**config.mk**
```make
export PLATFORM = sky130hd
export DESIGN_NAME = icmp_reply_classifier
export DESIGN_NICKNAME = d
export VERILOG_FILES = /design/src/sv/icr_pkg.sv /design/src/sv/icmp_reply_classifier.sv
export SDC_FILE = /design/constraint.sdc
export NUM_CORES = 1
export LEC_CHECK = 0
export BUFFER_PORTS_ARGS = -buffer_cell sky130_fd_sc_hd__buf_4
export CAP_MARGIN = 20
export CELL_PAD_IN_SITES_DETAIL_PLACEMENT = 1
export CELL_PAD_IN_SITES_GLOBAL_PLACEMENT = 1
export CORE_MARGIN = 5
export CORE_UTILIZATION = 43
export CTS_CLUSTER_SIZE = 14
export DETAILED_ROUTE_END_ITERATION = 12
export PLACE_DENSITY_LB_ADDON = 0.1
export SLEW_MARGIN = 20
export SYNTH_ARGS = -nofsm -noshare
export SYNTH_HDL_FRONTEND = slang
export SYNTH_SLANG_ARGS = --single-unit
```
**constraint.sdc**
```tcl
create_clock -name i_clk -period 8.52 [get_ports i_clk]
set_input_delay 0.852 -clock i_clk [delete_from_list [all_inputs] [get_ports i_clk]]
set_output_delay 0.852 -clock i_clk [all_outputs]
set_load 0.005 [all_outputs]
```
**src/sv/icr_pkg.sv**
```systemverilog
package icr_pkg;

    // Verdict codes carried on the result channel.
    typedef enum logic [1:0] {
        VERDICT_IGNORE = 2'd0,
        VERDICT_HOP    = 2'd1,
        VERDICT_DEST   = 2'd2
    } t_verdict;

    // Configuration register indexes.
    typedef enum logic [0:0] {
        CFG_EXPECTED_ID  = 1'b0,
        CFG_EXPECTED_SEQ = 1'b1
    } t_cfg_reg;

    localparam int unsigned CFG_DATA_W = 16;

    // Packet field constants.
    localparam logic [7:0] PROTO_ICMP         = 8'd1;
    localparam logic [7:0] TYPE_ECHO_REPLY    = 8'd0;
    localparam logic [7:0] TYPE_TIME_EXCEEDED = 8'd11;
    localparam logic [7:0] CODE_TTL_EXPIRED   = 8'd0;
    localparam int unsigned PROTO_BYTE_POS    = 9;
    localparam int unsigned MIN_IP_BYTES      = 10;
    localparam int unsigned MIN_ICMP_BYTES    = 8 + 4 + 4;
    localparam int unsigned ICMP_HDR_BYTES    = 8;

endpackage

```
**src/sv/icmp_reply_classifier.sv**
```systemverilog
// Channel  | Direction | Handshake               | Payload
// ---------+-----------+-------------------------+--------------------------------------
// input    | in        | i_in_valid / o_in_ready | i_data_byte, i_last_byte
// result   | out       | o_out_valid/i_out_ready | o_verdict, o_stamp_seconds,
//          |           |                         | o_stamp_microseconds
// config   | in        | i_cfg_we                | i_cfg_idx, i_cfg_data
//
// One byte is taken per cycle, except while a last byte waits behind a stalled result.
// A byte sits in the input register while the per-packet state is updated, and the last
// byte of a packet then writes the result register, from which the verdict is shown.
// Reset is synchronous and active low; it empties both registers and clears the packet
// state and the expected identifier and sequence.
// A stalled result holds only the last byte of the next packet; other bytes keep flowing.
module icmp_reply_classifier
    import icr_pkg::*;
#(
    parameter int unsigned MAX_PACKET_BYTES = 2048
) (
    input  logic                  i_clk,
    input  logic                  i_rst_n,
    input  logic                  i_in_valid,
    output logic                  o_in_ready,
    input  logic [7:0]            i_data_byte,
    input  logic                  i_last_byte,
    output logic                  o_out_valid,
    input  logic                  i_out_ready,
    output logic [1:0]            o_verdict,
    output logic [31:0]           o_stamp_seconds,
    output logic [31:0]           o_stamp_microseconds,
    input  logic                  i_cfg_we,
    input  logic [0:0]            i_cfg_idx,
    input  logic [CFG_DATA_W-1:0] i_cfg_data
);

    localparam int unsigned PW = $clog2(MAX_PACKET_BYTES + 1);
    localparam int unsigned CW = (PW > 8) ? PW : 8;

    // Configuration registers.
    logic [15:0] r_expected_id;
    logic [15:0] r_expected_seq;

    // Input register.
    logic        r_in_valid;
    logic [7:0]  r_in_byte;
    logic        r_in_last;

    // Per-packet state.
    logic [PW-1:0] r_pos,      n_pos;
    logic [5:0]    r_ohb,      n_ohb;
    logic          r_proto,    n_proto;
    logic [7:0]    r_type,     n_type;
    logic [7:0]    r_code,     n_code;
    logic [5:0]    r_ihb,      n_ihb;
    logic [15:0]   r_cap_id,   n_cap_id;
    logic [15:0]   r_cap_seq,  n_cap_seq;
    logic [31:0]   r_cap_sec,  n_cap_sec;
    logic [31:0]   r_cap_usec, n_cap_usec;

    // Result register.
    logic          r_out_valid;
    t_verdict      r_verdict;
    logic [31:0]   r_stamp_sec;
    logic [31:0]   r_stamp_usec;

    logic          out_free;
    logic          advance;
    t_verdict      n_verdict;
    logic [31:0]   n_stamp_sec;
    logic [31:0]   n_stamp_usec;

    assign out_free   = !r_out_valid || i_out_ready;
    assign advance    = r_in_valid && (!r_in_last || out_free);
    assign o_in_ready = !r_in_valid || advance;

    // Configuration writes.
    always_ff @(posedge i_clk) begin
        if (!i_rst_n) begin
            r_expected_id  <= '0;
            r_expected_seq <= '0;
        end else if (i_cfg_we) begin
            unique case (t_cfg_reg'(i_cfg_idx))
                CFG_EXPECTED_ID:  r_expected_id  <= i_cfg_data[15:0];
                CFG_EXPECTED_SEQ: r_expected_seq <= i_cfg_data[15:0];
                default: ;
            endcase
        end
    end

    // Input register: loads on every input transfer.
    always_ff @(posedge i_clk) begin
        if (!i_rst_n) begin
            r_in_valid <= 1'b0;
        end else if (o_in_ready) begin
            r_in_valid <= i_in_valid;
        end
        if (i_in_valid && o_in_ready) begin
            r_in_byte <= i_data_byte;
            r_in_last <= i_last_byte;
        end
    end

    // Byte decode, packet state update and verdict for the byte in the input register.
    always_comb begin
        logic          take;
        logic [PW-1:0] rel;
        logic [PW-1:0] inner_start;
        logic [PW-1:0] q;
        logic          time_exc;
        logic          match;
        logic [CW-1:0] len;
        logic [CW-1:0] thr_icmp;
        logic [CW-1:0] thr_inner;

        n_pos      = r_pos;
        n_ohb      = r_ohb;
        n_proto    = r_proto;
        n_type     = r_type;
        n_code     = r_code;
        n_ihb      = r_ihb;
        n_cap_id   = r_cap_id;
        n_cap_seq  = r_cap_seq;
        n_cap_sec  = r_cap_sec;
        n_cap_usec = r_cap_usec;
        rel        = '0;
        q          = '0;
        inner_start = '0;

        take = r_pos < PW'(MAX_PACKET_BYTES);
        time_exc = (r_type == TYPE_TIME_EXCEEDED) && (r_code == CODE_TTL_EXPIRED);

        if (take) begin
            n_pos = r_pos + PW'(1);
            if (r_pos == '0) begin
                n_ohb = {r_in_byte[3:0], 2'b00};
            end
            if (r_pos == PW'(PROTO_BYTE_POS)) begin
                n_proto = (r_in_byte == PROTO_ICMP);
            end
            if (r_pos >= PW'(n_ohb)) begin
                rel = r_pos - PW'(n_ohb);
                if (rel == PW'(0)) begin
                    n_type = r_in_byte;
                end
                if (rel == PW'(1)) begin
                    n_code = r_in_byte;
                end
                if (rel >= PW'(4)) begin
                    if (time_exc) begin
                        // Quoted datagram: its header length, then the inner echo fields.
                        if (rel == PW'(ICMP_HDR_BYTES)) begin
                            n_ihb = {r_in_byte[3:0], 2'b00};
                        end
                        inner_start = PW'(ICMP_HDR_BYTES) + PW'(n_ihb);
                        if (rel >= inner_start) begin
                            q = rel - inner_start;
                            if (q == PW'(4) || q == PW'(5)) begin
                                n_cap_id = {r_cap_id[7:0], r_in_byte};
                            end else if (q == PW'(6) || q == PW'(7)) begin
                                n_cap_seq = {r_cap_seq[7:0], r_in_byte};
                            end
                        end
                    end else if (r_type == TYPE_ECHO_REPLY) begin
                        // Echo reply: identifier, sequence, then the send timestamp.
                        if (rel == PW'(4) || rel == PW'(5)) begin
                            n_cap_id = {r_cap_id[7:0], r_in_byte};
                        end else if (rel == PW'(6) || rel == PW'(7)) begin
                            n_cap_seq = {r_cap_seq[7:0], r_in_byte};
                        end else if (rel >= PW'(8) && rel <= PW'(11)) begin
                            n_cap_sec = {r_cap_sec[23:0], r_in_byte};
                        end else if (rel >= PW'(12) && rel <= PW'(15)) begin
                            n_cap_usec = {r_cap_usec[23:0], r_in_byte};
                        end
                    end
                end
            end
        end

        // Verdict on the state as it stands after this byte.
        match     = (n_cap_id == r_expected_id) && (n_cap_seq == r_expected_seq);
        len       = CW'(n_pos);
        thr_icmp  = CW'(n_ohb) + CW'(MIN_ICMP_BYTES);
        thr_inner = thr_icmp + CW'(n_ihb);
        n_verdict = VERDICT_IGNORE;
        if (n_proto && len >= CW'(MIN_IP_BYTES) && len >= thr_icmp) begin
            if ((n_type == TYPE_TIME_EXCEEDED) && (n_code == CODE_TTL_EXPIRED)) begin
                if (len >= thr_inner && match) begin
                    n_verdict = VERDICT_HOP;
                end
            end else if (n_type == TYPE_ECHO_REPLY && match) begin
                n_verdict = VERDICT_DEST;
            end
        end

        // Timestamps go out only with a destination verdict.
        n_stamp_sec  = (n_verdict == VERDICT_DEST) ? n_cap_sec : '0;
        n_stamp_usec = (n_verdict == VERDICT_DEST) ? n_cap_usec : '0;

        // The last byte closes the packet and clears its state.
        if (r_in_last) begin
            n_pos      = '0;
            n_ohb      = '0;
            n_proto    = 1'b0;
            n_type     = '0;
            n_code     = '0;
            n_ihb      = '0;
            n_cap_id   = '0;
            n_cap_seq  = '0;
            n_cap_sec  = '0;
            n_cap_usec = '0;
        end
    end

    // Packet state registers.
    always_ff @(posedge i_clk) begin
        if (!i_rst_n) begin
            r_pos      <= '0;
            r_ohb      <= '0;
            r_proto    <= 1'b0;
            r_type     <= '0;
            r_code     <= '0;
            r_ihb      <= '0;
            r_cap_id   <= '0;
            r_cap_seq  <= '0;
            r_cap_sec  <= '0;
            r_cap_usec <= '0;
        end else if (advance) begin
            r_pos      <= n_pos;
            r_ohb      <= n_ohb;
            r_proto    <= n_proto;
            r_type     <= n_type;
            r_code     <= n_code;
            r_ihb      <= n_ihb;
            r_cap_id   <= n_cap_id;
            r_cap_seq  <= n_cap_seq;
            r_cap_sec  <= n_cap_sec;
            r_cap_usec <= n_cap_usec;
        end
    end

    // Result register.
    always_ff @(posedge i_clk) begin
        if (!i_rst_n) begin
            r_out_valid <= 1'b0;
        end else if (advance && r_in_last) begin
            r_out_valid <= 1'b1;
        end else if (i_out_ready) begin
            r_out_valid <= 1'b0;
        end
        if (advance && r_in_last) begin
            r_verdict    <= n_verdict;
            r_stamp_sec  <= n_stamp_sec;
            r_stamp_usec <= n_stamp_usec;
        end
    end

    assign o_out_valid          = r_out_valid;
    assign o_verdict            = r_verdict;
    assign o_stamp_seconds      = r_stamp_sec;
    assign o_stamp_microseconds = r_stamp_usec;

endmodule

```
==> insert_results.sql <==
INSERT INTO impl_metrics (metric_group, metric, value, unit) VALUES
('outcome', 'outcome', 'complete, no violations', ''),
('drt', 'postRouteAntennaNets', '0', ''),
('sta', 'fin_tns_setup', '0', 'ns'),
('finish', 'finalNonFillerCells', '2110', ''),
('placed_design', 'buffer_ports.inserted', '98', ''),
('placed_design', 'placed_cells', '2047', ''),
('sta', 'setup_violations', '0', ''),
('critical_path', 'setup.worst_path.end_class', 'flop', ''),
('finish', 'multi_input_comb_area', '8220', 'um^2'),
('power_and_ir_drop', 'total_leakage_power', '0.00614', 'uW'),
('clock_tree', 'cts.path.max_buffers', '3', ''),
('logic_synthesis', 'synthArstFlopShare', '0', ''),
('critical_path', 'category_of_the_worst_setup_path_launch_point', 'flop', ''),
('placed_design', 'place_hpwl', '34400', 'um'),
('drt', 'drtPass1Iterations', '5', ''),
('finish', 'final_design_area_no_fill', '17000', 'um^2'),
('clock_tree', 'cts.hold.buffers_added', '0', ''),
('job', 'maxCapViolations', '0', ''),
('drt', 'wl_per_cell', '23.3', 'um'),
('drt', 'detail_route.vias_per_cell', '5.88', ''),
('logic_synthesis', 'synth_seq_area_share', '0.399', ''),
('logic_synthesis', 'postSynthRegisterBits', '246', ''),
('finish', 'area.sequential', '5680', 'um^2'),
('clock_tree', 'worst_setup_hold_path_clk_slew', '0.06', 'ns'),
('placed_design', 'routabilityCongestion', '0.932', ''),
('grt', 'grt_util_all_layers', '0.255', ''),
('finish', 'design.final.nets', '1718', ''),
('grt', 'first_global_vias', '12800', ''),
('finish', 'post_route_cells_drive_above_1_share', '0.231', ''),
('sta', 'timing.fmax', '122', 'MHz'),
('sta', 'fin_crit', '8.19', 'ns'),
('sta', 'final_hold_viol_count', '0', ''),
('critical_path', 'cpMaxStageDelayCell', 'sky130_fd_sc_hd__or4b_4', ''),
('die', 'placement_rows', '66', ''),
('sta', 'max_transition_margin', '0.244', ''),
('grt', 'grt_start_max_net_pins', '120', ''),
('critical_path', 'timing.critical_path.slowest_cell_delay', '0.60', 'ns'),
('critical_path', 'worstPathMaxFanout', '10', ''),
('clock_tree', 'cts_tree', 'done', ''),
('critical_path', 'crit_required', '8.88', 'ns'),
('logic_synthesis', 'number_of_nets_produced_by_synthesis', '1613', ''),
('die', 'fp.dieArea', '36800', 'um^2'),
('clock_tree', 'clkLatencyLatePin', '0.59', 'ns'),
('logic_synthesis', 'synth_warnings', '0', ''),
('drt', 'via_count', '12400', ''),
('logic_synthesis', 'synth_enable_flop_cells', '75', ''),
('grt', 'grt_pass1_wl', '74000', 'um'),
('min_path', 'min-delay-path-class', 'in2reg', ''),
('critical_path', 'critical_path_class', 'reg2reg', ''),
('clock_tree', 'clockRootBuffer', 'sky130_fd_sc_hd__clkbuf_16', ''),
('sta', 'holdWs', '0.447', 'ns'),
('logic_synthesis', 'synth_cell_type_count', '80', ''),
('critical_path', 'critPathMostFrequentCell', 'sky130_fd_sc_hd__buf_4', ''),
('sta', 'slew_viol_final', '0', ''),
('logic_synthesis', 'synth_area_per_cell', '9.25', 'um^2'),
('sta', 'worst-slew-pin-transition', '1.13', 'ns'),
('die', 'ios', '99', ''),
('logic_synthesis', 'synthFlopType', 'sky130_fd_sc_hd__dfxtp_1', ''),
('critical_path', 'worst-endpoint-arrival', '8.55', 'ns'),
('power_and_ir_drop', 'vdd_ir_drop_max', '155', 'uV'),
('drt', 'detailedRoute.firstIterationViolations', '755', ''),
('clock_tree', 'clock_tree.htree_level_count', '1', ''),
('sta', 'final_worst_clock_skew', '0.0211', 'ns'),
('power_and_ir_drop', 'pwr_density_cell', '165', 'nW/um^2'),
('die', 'die_outline_height', '192', 'um'),
('power_and_ir_drop', 'report.power.total', '2810', 'uW'),
('grt', 'grt_overflow_total', '0', ''),
('die', 'die_w', '192', 'um'),
('die', 'area_inside_the_core_boundary', '32600', 'um^2'),
('sta', 'final_min_period_over_clock_period', '0.961', ''),
('placed_design', 'placement.cell_area', '15700', 'um^2'),
('finish', 'antenna-diode-count', '0', ''),
('logic_synthesis', 'syn-cell-area', '14200', 'um^2'),
('grt', 'initial_antenna_violation_count', '0', ''),
('drt', 'detail_route.wirelength', '49100', 'um'),
('clock_tree', 'cts-buffers-inserted', '29', ''),
('finish', 'area_growth', '19.3', '%'),
('logic_synthesis', 'syn_inst', '1540', ''),
('drt', 'drc_violation_count_after_routing', '0', ''),
('clock_tree', 'cts_sinks', '246', ''),
('die', 'floorplan.initialDensity', '0.436', ''),
('finish', 'fill_cells', '3725', '');
==> report_power, final <==
group | switching [uW] | total [uW] | internal (uW)
combinational | 196 | 314 | 118
sequential | 17.4 | 1240 | 1220
clock | 523 | 1260 | 735
==> what timing repair did <==
action                     CTS  global route
setup endpoints to repair   34            66
pin swaps                    1            14
cloned                       0             2
resized for setup            1            40
buffers inserted             2             5
==> layer usage <==
layer | GRT usage | up-vias | part of all wire
met4 | 0.0785 | 0 | 0.031
met2 | 0.425 | 300 | 0.47
met5 | 0 | - | 0
met1 | 0.347 | 6171 | 0.45
met3 | 0.0316 | 79 | 0.044
li1 | - | 5854 | -
==> layout make-up <==
cell class,count,area share
clock buffers,41,0.0505
multi-input cells,1141,0.484
clock inverters,13,0.00670
well taps,442,0.0326
inverters,49,0.0108
flip-flops and latches,246,0.334
repair buffers,178,0.0813
==> synthesized netlist by cell type, drive strengths merged, types with 7 or more instances <==
cell type  count  area share
a211o          7      0.0043
a21boi        36       0.019
a21o          10      0.0053
a21oi         34       0.012
a221oi         8      0.0054
a22oi        122       0.064
a31oi         15      0.0066
and2          15      0.0068
and3           8      0.0035
buf           16      0.0072
clkbuf        90       0.024
dfxtp        171        0.24
edfxtp        75        0.16
ha            39       0.034
inv           48       0.013
mux2          63       0.050
mux2i         16       0.011
nand2        188       0.050
nand2b        19      0.0083
nand3         26      0.0091
nand4         15      0.0066
nor2          55       0.015
nor2b        147       0.065
nor3          30       0.011
nor4          79       0.053
o211ai         9      0.0047
o21ai         49       0.017
o22ai          7      0.0031
xnor2         35       0.022
xor2          24       0.015
==> metrics by stage <==
| stage | setup WS (ns) | util |
|---|---|---|
| floorplan | 0.116 | - |
| global placement | 0.210 | 0.481 |
| detailed placement | -0.0142 | 0.481 |
| CTS | 0.0231 | 0.512 |
| global route | -0.0649 | 0.521 |
| finish | 0.331 | 0.521 |
==> logic make-up (layout without fill, tap and decap cells) <==
| kind of cell | after synthesis | after routing | share of synthesized area |
|---|---|---|---|
| AOI/OAI and AO/OA | 349 | 349 | 0.179 |
| xor gates and xnor gates | 59 | 59 | 0.0363 |
| adders and majority gates | 42 | 42 | 0.0385 |
| buffers and inverters | 155 | 281 | 0.0439 |
| DFF | 246 | 246 | 0.399 |
| muxes | 79 | 79 | 0.0611 |
| and+or+nand+nor | 610 | 612 | 0.242 |
==> flip-flops by register name (all words and copies together) (netlist names), 12 cells and up <==
register / flops
o_stamp_seconds: 32
r_expected_id: 16
r_pos: 12
o_stamp_microseconds: 32
r_cap_id: 16
r_cap_seq: 16
r_expected_seq: 16
r_cap_usec: 32
r_cap_sec: 32
==> worst paths after layout <==
| kind | from | to | slack, ns | depth (start not counted) |
|---|---|---|---|---|
| hold / removal | i_last_byte | r_in_last | 0.45 | 1 |
| setup reg to reg | r_pos[6] | o_stamp_microseconds[20] | 0.33 | 32 |
| hold reg to reg | r_ihb[1] | r_ihb[1] | 0.46 | 2 |
| setup / recovery | r_pos[6] | o_stamp_microseconds[20] | 0.33 | 32 |
==> worst max-delay path: cells and delay by family (launching register included) <==
| kind | cells | cell delay (ns) |
|---|---|---|
| AOI/OAI and AO/OA | 8 | 1.83 |
| xor gates and xnor gates | 1 | 0.14 |
| adders and majority gates | 3 | 0.88 |
| buffers and inverters | 5 | 0.92 |
| DFF | 1 | 0.33 |
| muxes | 1 | 0.36 |
| and+or+nand+nor | 14 | 3.47 |
==> placed cells by master, fill, tap and decap left out, types with 43 or more instances in the layout <==
cell,instances
sky130_fd_sc_hd__nor4_2,48
sky130_fd_sc_hd__nand2_1,184
sky130_fd_sc_hd__nor2_1,52
sky130_fd_sc_hd__a22oi_1,122
sky130_fd_sc_hd__edfxtp_1,75
sky130_fd_sc_hd__nor2b_1,147
sky130_fd_sc_hd__o21ai_0,43
sky130_fd_sc_hd__inv_1,47
sky130_fd_sc_hd__mux2_2,62
sky130_fd_sc_hd__dfxtp_1,170
sky130_fd_sc_hd__buf_4,173
Power figures use the tool's default switching activity.
